## src/sv/slpec_pkg.sv

```systemverilog
// Package for the segment level and peak checker.
// Holds field widths, register indexes, reset values, result codes and the
// accumulator control struct. No dependencies.
package slpec_pkg;

  localparam int SAMPLE_BITS_DEF = 24;
  localparam int MAX_SEGMENT_DEF = 4096;

  localparam int PEAK_THR_W = 24;
  localparam int POW_THR_W  = 47;
  localparam int COOL_W     = 8;
  localparam int SUM_W      = 58;
  localparam int CFG_W      = 47;
  localparam int CFG_IDX_W  = 2;

  localparam logic [SUM_W-1:0]      SUM_MAX      = {SUM_W{1'b1}};
  localparam logic [PEAK_THR_W-1:0] PEAK_THR_RST = 24'd8388608;

  localparam logic [CFG_IDX_W-1:0] REG_PEAK_THR = 2'd0;
  localparam logic [CFG_IDX_W-1:0] REG_POW_THR  = 2'd1;
  localparam logic [CFG_IDX_W-1:0] REG_COOL_LEN = 2'd2;

  typedef enum logic [1:0] {
    CLASS_NORMAL = 2'd0,
    CLASS_UNDER  = 2'd1,
    CLASS_OVER   = 2'd2
  } seg_class_e;

  // Control from the pipeline into the segment accumulator.
  typedef struct packed {
    logic step;  // one item enters the accumulator this cycle
    logic last;  // that item closes the segment
  } acc_ctrl_t;

endpackage

```

## src/sv/slpec_accum.sv

```systemverilog
// Segment accumulator: sum of squares, peak magnitude, sample count and
// overlength flag of the open segment. Uses slpec_pkg.
module slpec_accum #(
  parameter int SAMPLE_BITS = slpec_pkg::SAMPLE_BITS_DEF,
  parameter int MAX_SEGMENT = slpec_pkg::MAX_SEGMENT_DEF,
  localparam int CntW = $clog2(MAX_SEGMENT + 1)
) (
  input  logic                         clk_i,
  input  logic                         rst_ni,
  input  slpec_pkg::acc_ctrl_t         ctrl_i,
  input  logic [slpec_pkg::SUM_W-1:0]  sq_i,
  input  logic [SAMPLE_BITS-1:0]       mag_i,
  output logic [slpec_pkg::SUM_W-1:0]  sum_o,
  output logic [SAMPLE_BITS-1:0]       peak_o,
  output logic [CntW-1:0]              count_o,
  output logic                         ovf_o
);
  import slpec_pkg::*;

  logic [SUM_W-1:0]       sum_q;
  logic [SAMPLE_BITS-1:0] peak_q;
  logic [CntW-1:0]        count_q;
  logic                   ovf_q;
  logic [SUM_W:0]         sum_add;
  logic                   room;

  // Totals with the current item folded in while the segment has room.
  always_comb begin
    room    = count_q < CntW'(MAX_SEGMENT);
    sum_add = {1'b0, sum_q} + {1'b0, sq_i};
    sum_o   = sum_q;
    peak_o  = peak_q;
    count_o = count_q;
    ovf_o   = ovf_q;
    if (room) begin
      sum_o   = sum_add[SUM_W] ? SUM_MAX : sum_add[SUM_W-1:0];
      peak_o  = (mag_i > peak_q) ? mag_i : peak_q;
      count_o = count_q + CntW'(1);
    end else begin
      // drop samples past the segment limit
      ovf_o = 1'b1;
    end
  end

  always_ff @(posedge clk_i or negedge rst_ni) begin
    if (!rst_ni) begin
      sum_q   <= '0;
      peak_q  <= '0;
      count_q <= '0;
      ovf_q   <= 1'b0;
    end else if (ctrl_i.step) begin
      if (ctrl_i.last) begin
        sum_q   <= '0;
        peak_q  <= '0;
        count_q <= '0;
        ovf_q   <= 1'b0;
      end else begin
        sum_q   <= sum_o;
        peak_q  <= peak_o;
        count_q <= count_o;
        ovf_q   <= ovf_o;
      end
    end
  end

  a_count_bound: assert property (@(posedge clk_i) disable iff (!rst_ni)
    count_q <= CntW'(MAX_SEGMENT))
    else $error("segment count past limit");

  a_ovf_full: assert property (@(posedge clk_i) disable iff (!rst_ni)
    ovf_q |-> (count_q == CntW'(MAX_SEGMENT)))
    else $error("overlength flag set on a short segment");

  a_zero_peak: assert property (@(posedge clk_i) disable iff (!rst_ni)
    (peak_q == '0) |-> (sum_q == '0))
    else $error("nonzero energy with zero peak");

endmodule

```

## src/sv/segment_level_peak_event_check.sv

```systemverilog
// Segment level and peak checker, top level.
// Depends on slpec_pkg and slpec_accum.
//
// Usage: signed samples arrive on the input channel (valid/ready), one item
// per sample, with last_sample_i high on the final sample of a segment. Each
// final sample yields one result item on the output channel: segment class
// (normal, underrange, overload), the impulse latch after that segment, and
// a flag set when the segment ran past MAX_SEGMENT samples (extra samples
// are ignored). Other samples yield no result.
// Throughput: one item per cycle while in_ready_o is high. Path of a result:
// input register, square, accumulate, level product, result register. The
// square and level product stages each hold one multiplier.
// Configuration: cfg_we_i writes register cfg_index_i (0 peak threshold,
// 1 power threshold, 2 cooldown length) at once; write only while idle.
// Reset: all segment totals, cooldown and impulse latch clear, registers take
// their reset values, no result is pending. No clearing pass is needed.
// Stall: when out_ready_i is low the result holds; the pipeline keeps taking
// samples until three more finished segments queue behind it (the last one
// held at the square stage) and one more sample waits in the input register,
// then in_ready_o drops.
module segment_level_peak_event_check #(
  parameter int SAMPLE_BITS = slpec_pkg::SAMPLE_BITS_DEF,
  parameter int MAX_SEGMENT = slpec_pkg::MAX_SEGMENT_DEF
) (
  input  logic                              clk_i,
  input  logic                              rst_ni,
  input  logic                              cfg_we_i,
  input  logic [slpec_pkg::CFG_IDX_W-1:0]   cfg_index_i,
  input  logic [slpec_pkg::CFG_W-1:0]       cfg_wdata_i,
  input  logic                              in_valid_i,
  output logic                              in_ready_o,
  input  logic signed [SAMPLE_BITS-1:0]     sample_value_i,
  input  logic                              last_sample_i,
  output logic                              out_valid_o,
  input  logic                              out_ready_i,
  output logic [1:0]                        segment_class_o,
  output logic                              impulse_seen_o,
  output logic                              segment_overflow_o
);
  import slpec_pkg::*;

  localparam int CntW  = $clog2(MAX_SEGMENT + 1);
  localparam int SqW   = 2 * SAMPLE_BITS;
  localparam int SqExW = (SqW > SUM_W) ? SqW : SUM_W;
  localparam int ProdW = POW_THR_W + CntW;
  localparam int CmpW  = (ProdW > SUM_W) ? ProdW : SUM_W;
  localparam int PkW   = (SAMPLE_BITS > PEAK_THR_W) ? SAMPLE_BITS : PEAK_THR_W;

  // configuration
  logic [PEAK_THR_W-1:0] peak_thr_q;
  logic [POW_THR_W-1:0]  pow_thr_q;
  logic [COOL_W-1:0]     cool_len_q;

  always_ff @(posedge clk_i or negedge rst_ni) begin
    if (!rst_ni) begin
      peak_thr_q <= PEAK_THR_RST;
      pow_thr_q  <= '0;
      cool_len_q <= '0;
    end else if (cfg_we_i) begin
      unique case (cfg_index_i)
        REG_PEAK_THR: peak_thr_q <= cfg_wdata_i[PEAK_THR_W-1:0];
        REG_POW_THR:  pow_thr_q  <= cfg_wdata_i[POW_THR_W-1:0];
        REG_COOL_LEN: cool_len_q <= cfg_wdata_i[COOL_W-1:0];
        default: ;
      endcase
    end
  end

  // pipeline valids and flow control
  logic a_valid_q, b_valid_q, c_valid_q, d_valid_q, out_valid_q;
  logic a_go, b_go, c_go, d_go;
  logic b_free, c_free, d_free, o_free;

  // stage payloads
  logic [SAMPLE_BITS-1:0] a_sample_q;
  logic                   a_last_q;
  logic [SUM_W-1:0]       b_sq_q;
  logic [SAMPLE_BITS-1:0] b_mag_q;
  logic                   b_last_q;
  logic [SUM_W-1:0]       c_sum_q;
  logic [SAMPLE_BITS-1:0] c_peak_q;
  logic [CntW-1:0]        c_count_q;
  logic                   c_ovf_q;
  logic [SUM_W-1:0]       d_sum_q;
  logic [ProdW-1:0]       d_prod_q;
  logic                   d_over_q;
  logic                   d_ovf_q;
  seg_class_e             class_q;
  logic                   imp_out_q;
  logic                   ovf_out_q;

  // persistent state
  logic [COOL_W-1:0] cool_left_q;
  logic              impulse_q;

  assign o_free = !out_valid_q || out_ready_i;
  assign d_go   = d_valid_q && o_free;
  assign d_free = !d_valid_q || o_free;
  assign c_go   = c_valid_q && d_free;
  assign c_free = !c_valid_q || d_free;
  assign b_go   = b_valid_q && (!b_last_q || c_free);
  assign b_free = !b_valid_q || b_go;
  assign a_go   = a_valid_q && b_free;
  assign in_ready_o = !a_valid_q || b_free;

  always_ff @(posedge clk_i or negedge rst_ni) begin
    if (!rst_ni) begin
      a_valid_q   <= 1'b0;
      b_valid_q   <= 1'b0;
      c_valid_q   <= 1'b0;
      d_valid_q   <= 1'b0;
      out_valid_q <= 1'b0;
    end else begin
      if (in_ready_o) a_valid_q <= in_valid_i;
      if (b_free)     b_valid_q <= a_go;
      if (c_free)     c_valid_q <= b_go && b_last_q;
      if (d_free)     d_valid_q <= c_go;
      if (o_free)     out_valid_q <= d_go;
    end
  end

  // stage A: input register
  always_ff @(posedge clk_i) begin
    if (in_valid_i && in_ready_o) begin
      a_sample_q <= sample_value_i;
      a_last_q   <= last_sample_i;
    end
  end

  // stage B: magnitude and clipped square
  logic [SAMPLE_BITS-1:0] mag;
  logic [SqW-1:0]         sq;
  logic [SqExW-1:0]       sq_ex;

  always_comb begin
    mag   = a_sample_q[SAMPLE_BITS-1] ? (~a_sample_q + SAMPLE_BITS'(1)) : a_sample_q;
    sq    = SqW'(mag) * SqW'(mag);
    sq_ex = SqExW'(sq);
  end

  always_ff @(posedge clk_i) begin
    if (a_go) begin
      b_mag_q  <= mag;
      b_last_q <= a_last_q;
      b_sq_q   <= (sq_ex > SqExW'(SUM_MAX)) ? SUM_MAX : sq_ex[SUM_W-1:0];
    end
  end

  // stage C: accumulate; capture totals on the final sample
  acc_ctrl_t              acc_ctrl;
  logic [SUM_W-1:0]       acc_sum;
  logic [SAMPLE_BITS-1:0] acc_peak;
  logic [CntW-1:0]        acc_count;
  logic                   acc_ovf;

  assign acc_ctrl.step = b_go;
  assign acc_ctrl.last = b_last_q;

  slpec_accum #(
    .SAMPLE_BITS(SAMPLE_BITS),
    .MAX_SEGMENT(MAX_SEGMENT)
  ) u_accum (
    .clk_i   (clk_i),
    .rst_ni  (rst_ni),
    .ctrl_i  (acc_ctrl),
    .sq_i    (b_sq_q),
    .mag_i   (b_mag_q),
    .sum_o   (acc_sum),
    .peak_o  (acc_peak),
    .count_o (acc_count),
    .ovf_o   (acc_ovf)
  );

  always_ff @(posedge clk_i) begin
    if (b_go && b_last_q) begin
      c_sum_q   <= acc_sum;
      c_peak_q  <= acc_peak;
      c_count_q <= acc_count;
      c_ovf_q   <= acc_ovf;
    end
  end

  // stage D: level product and peak compare
  always_ff @(posedge clk_i) begin
    if (c_go) begin
      d_sum_q  <= c_sum_q;
      d_prod_q <= ProdW'(pow_thr_q) * ProdW'(c_count_q);
      d_over_q <= (c_peak_q != '0) && (PkW'(c_peak_q) >= PkW'(peak_thr_q));
      d_ovf_q  <= c_ovf_q;
    end
  end

  // result stage: classify, update cooldown and impulse latch
  logic under;
  assign under = CmpW'(d_sum_q) < CmpW'(d_prod_q);

  always_ff @(posedge clk_i or negedge rst_ni) begin
    if (!rst_ni) begin
      cool_left_q <= '0;
      impulse_q   <= 1'b0;
    end else if (d_go) begin
      if (d_over_q) begin
        impulse_q   <= 1'b1;
        cool_left_q <= cool_len_q;
      end else if (cool_left_q != '0) begin
        cool_left_q <= cool_left_q - COOL_W'(1);
      end
    end
  end

  always_ff @(posedge clk_i) begin
    if (d_go) begin
      ovf_out_q <= d_ovf_q;
      imp_out_q <= impulse_q || d_over_q;
      priority if (d_over_q) begin
        class_q <= CLASS_OVER;
      end else if (under) begin
        class_q <= CLASS_UNDER;
      end else begin
        class_q <= CLASS_NORMAL;
      end
    end
  end

  assign out_valid_o        = out_valid_q;
  assign segment_class_o    = class_q;
  assign impulse_seen_o     = imp_out_q;
  assign segment_overflow_o = ovf_out_q;

  a_over_latched: assert property (@(posedge clk_i) disable iff (!rst_ni)
    (out_valid_o && (class_q == CLASS_OVER)) |-> impulse_seen_o)
    else $error("overload result without impulse flag");

  a_stall_full: assert property (@(posedge clk_i) disable iff (!rst_ni)
    !in_ready_o |-> (a_valid_q && b_valid_q && b_last_q && c_valid_q))
    else $error("input stalled with room in the pipeline");

  a_latch_sticky: assert property (@(posedge clk_i) disable iff (!rst_ni)
    $past(impulse_q) |-> impulse_q)
    else $error("impulse latch cleared");

endmodule
```

## config.mk

```make
export PLATFORM = sky130hd
export DESIGN_NAME = segment_level_peak_event_check
export DESIGN_NICKNAME = d
export VERILOG_FILES = /design/src/sv/slpec_pkg.sv /design/src/sv/slpec_accum.sv /design/src/sv/segment_level_peak_event_check.sv
export SDC_FILE = /design/constraint.sdc
export NUM_CORES = 2
export LEC_CHECK = 0
export BUFFER_PORTS_ARGS = -buffer_cell sky130_fd_sc_hd__buf_2
export CORE_MARGIN = 5
export CORE_UTILIZATION = 66
export CTS_CLUSTER_SIZE = 28
export DETAILED_ROUTE_END_ITERATION = 7
export PLACE_DENSITY = 0.83
export SLEW_MARGIN = 25
export SYNTH_ARGS = -nofsm -noshare
export SYNTH_HDL_FRONTEND = slang
export SYNTH_SLANG_ARGS = --single-unit
```

## constraint.sdc

```tcl
create_clock -name clk_i -period 12.4 [get_ports clk_i]
set_clock_uncertainty 0.05 [all_clocks]
set_input_delay 2.48 -clock clk_i [delete_from_list [all_inputs] [get_ports clk_i]]
set_output_delay 2.48 -clock clk_i [all_outputs]
set_load 0.02 [all_outputs]
```

==> reports/qor.json <==
{
  "placed_design": {
    "place.gp.congestion": 0.980,
    "placement.setup.worst_slack_ns": 1.73,
    "post-dp-hpwl_mm": 114,
    "placedInstanceArea_mm2": 0.0588,
    "place.port_buffers": 84
  },
  "synthesis": {
    "synth_seq_cells": 489,
    "yosysWarningCount": 0,
    "netlist_instances": 5731,
    "yosysMostFrequentCell": "sky130_fd_sc_hd__inv_1",
    "yosys-top-cells-count": "sky130_fd_sc_hd__inv_1, sky130_fd_sc_hd__fa_1, sky130_fd_sc_hd__nand2_1",
    "avgSynthCellArea_um2": 10.0,
    "yosys.area.top_type_share_pct": 32.0,
    "ys_async_sr_fraction_pct": 35.4,
    "synth_largest_area_cell": "sky130_fd_sc_hd__fa_1",
    "count_of_flip_flops_with_a_built_in_enable_after_synthesis": 316,
    "ys_dominant_reg_cell": "sky130_fd_sc_hd__edfxtp_1",
    "synth_seq_area_share_pct": 24.1,
    "synth_top_area_cells": "sky130_fd_sc_hd__fa_1, sky130_fd_sc_hd__edfxtp_1, sky130_fd_sc_hd__ha_1, sky130_fd_sc_hd__dfrtp_1, sky130_fd_sc_hd__inv_1",
    "synthesis.area_mm2": 0.0573,
    "ys_types": 86
  },
  "finish": {
    "num-fill-cells": 6149,
    "fin_nets": 7120,
    "area_growth_pct": 6.09,
    "final_layout_size_suffix_gt1_share_pct": 6.54,
    "final_cell_area_mm2": 0.0608
  },
  "clocking": {
    "clock-sinks": 489,
    "ctsLongestPathBuffers": 3,
    "clk_pin_slew_ns": 0.06,
    "clock_tree_from_tritoncts": "done",
    "cts-root-buf": "sky130_fd_sc_hd__clkbuf_16",
    "clkLatencyLatePin_ns": 0.70,
    "postCtsSetupRepairBufs": 0,
    "cts_inserted_buffers": 58,
    "hold_buffers": 0,
    "htree_levels": 2,
    "cts-resized-gates": 0
  },
  "route": {
    "drtIter0Drc": 3488,
    "post-route-drc-count": 0,
    "routed_wirelength_mm": 149,
    "vias_per_cell": 6.03,
    "detailroute.via_count": 41600,
    "detailedRoute.firstPassIterationCount": 6,
    "drtAntennaViolNets": 0,
    "route.detailed.wl_per_inst_um": 21.5
  },
  "hold_path": {
    "hold_path.class": "reg -> reg"
  },
  "global_route": {
    "grt_overflow": 0,
    "grt_use_met1_pct": 40.8,
    "vias_in_the_first_global_route": 45300,
    "gr-max-usage-layer": "met2",
    "antenna_found_initial": 4,
    "globalRouteMet3Util_pct": 6.25,
    "first_pass_grt_wire_length_mm": 240,
    "groute.usage.overall_pct": 32.5,
    "grt_max_degree": 77,
    "grtUsageMet2_pct": 54.2
  },
  "sta": {
    "timing.max_slew.rel_slack_pct": 32.8,
    "fmax_mhz": 93.3,
    "drv_slew": 0,
    "fin_hold_ws_ns": 0.366,
    "timing_hold_violations_final": 0,
    "worst_slew_pin_slew_ns": 1.00,
    "setup_viol": 0,
    "tns_ns": 0,
    "final_critical_path_setup_slack_ns": 1.68,
    "unrepaired_setup_endpoints_after_global_routing": "false",
    "timing.final.crit_period_ns": 10.72,
    "share_of_the_clock_period_used_by_the_worst_path_pct": 86.5
  },
  "worst_setup_path": {
    "critical_path_arrival_ns": 11.12,
    "worst-setup-path-type": "reg -> reg",
    "cp_max_fo": 15,
    "ff2ff_setup_slack_ns": 1.68,
    "critical-path-max-stage-delay_ns": 0.67,
    "reg2reg_from": "a_sample_q[0]",
    "critPathTopFamily": "adder cells",
    "critical_path.startpoint": "a_sample_q[0]",
    "critical_path.n_buffers_inverters": 8,
    "critPathCapture": "b_sq_q[47]",
    "required_ns": 12.80,
    "endpoint_kind": "flop",
    "worstSetupPathDepth": 33,
    "timing.critical_path.slowest_stage_cell": "sky130_fd_sc_hd__edfxtp_1",
    "rr_endpoint": "b_sq_q[47]",
    "timing.critical_path.from_type": "flop",
    "worstRegToRegCells": 33
  },
  "die": {
    "vertical_extent_of_the_die_um": 305,
    "num_rows": 108,
    "top_level_ports": 85,
    "initial_core_utilization_pct": 66.3,
    "placeableCoreArea_mm2": 0.0865,
    "die_outline_width_um": 305,
    "die_area_mm2": 0.0929
  },
  "run": {
    "maxCapViolations": 0
  },
  "status": {
    "status": "complete, no violations"
  }
}
logic make-up after synthesis:
family | synth area share (%)
buffers and inverters | 9.20
flip-flops | 24.1
XOR/XNOR | 2.80
adder cells (fa/ha/maj) | 41.4
multiplexers | 1.58
other | 0.0131
AO/OA/AOI/OAI | 9.39
AND/OR/NAND/NOR | 11.5
how the worst min path moves through the flow:
stage                      startpoint  cells after the start           to  slack (ns)
after floorplan              a_last_q                      0     b_last_q        0.35
after global placement     c_sum_q[2]                      0   d_sum_q[2]        0.35
after detailed placement     a_last_q                      0     b_last_q        0.35
after CTS                    a_last_q                      0     b_last_q        0.37
after global routing         a_last_q                      0     b_last_q        0.37
final                     c_sum_q[41]                      0  d_sum_q[41]        0.37
metal layers:
metal | share of wire (%) | vias up
met1 | 37 | 20700
met2 | 48 | 2178
met3 | 8.6 | 640
met4 | 6.4 | 4
li1 | - | 18100
met5 | 0.013 | -
registers in the layout, summed over array words and instances, names as in the netlist, 47 cells and up:
register and count:
d_prod_q 60, b_sq_q 47, pow_thr_q 47, u_accum.sum_q 58
c_sum_q 58, d_sum_q 58
stage by stage:
step	instances	util (%)
3_5_place_dp	6790	68.0
6_report	6903	70.3
2_1_floorplan	5746	-
3_3_place_gp	6790	68.0
5_1_grt	6900	70.3
4_1_cts	6900	70.3
worst register-to-register path: cells and delay by family, from the launching register on:
kind            cells  cell delay (ns)
buf+inv             8             1.54
simple gates        8             2.00
xor+xnor            2             0.27
fa+ha+maj           9             4.34
flops               1             0.67
compound gates      6             1.59
cell usage in the layout (no fill, tap or decap), types with 57 or more instances in the layout:
master                      count
sky130_fd_sc_hd__clkbuf_16     59
sky130_fd_sc_hd__buf_2         83
sky130_fd_sc_hd__o21ai_0      128
sky130_fd_sc_hd__ha_1         428
sky130_fd_sc_hd__a21o_1       147
sky130_fd_sc_hd__nor2_1       233
sky130_fd_sc_hd__dfrtp_1      172
sky130_fd_sc_hd__nand4_1       59
sky130_fd_sc_hd__xor2_1        57
sky130_fd_sc_hd__nand2_1      714
sky130_fd_sc_hd__xnor2_1      117
sky130_fd_sc_hd__a21oi_1      202
sky130_fd_sc_hd__mux2_2        78
sky130_fd_sc_hd__edfxtp_1     316
sky130_fd_sc_hd__fa_1         918
sky130_fd_sc_hd__and2_1       216
sky130_fd_sc_hd__inv_1       1142
final cells by class:
cell class                 count  area, µm²  area share (%)
multi-input combinational   3857      38400            63.0
sequential                   489      13800            22.7
inverter                    1152       4330            7.11
clock buffer                  68       1540            2.53
tap                         1155       1450            2.38
timing repair buffer         137        831            1.37
clock inverter                42        515           0.847
antenna                        3       7.51          0.0123
Power is left out: the tool's default activity adds up to more than one toggle a clock period on the data nets, which glitch-free logic cannot reach.
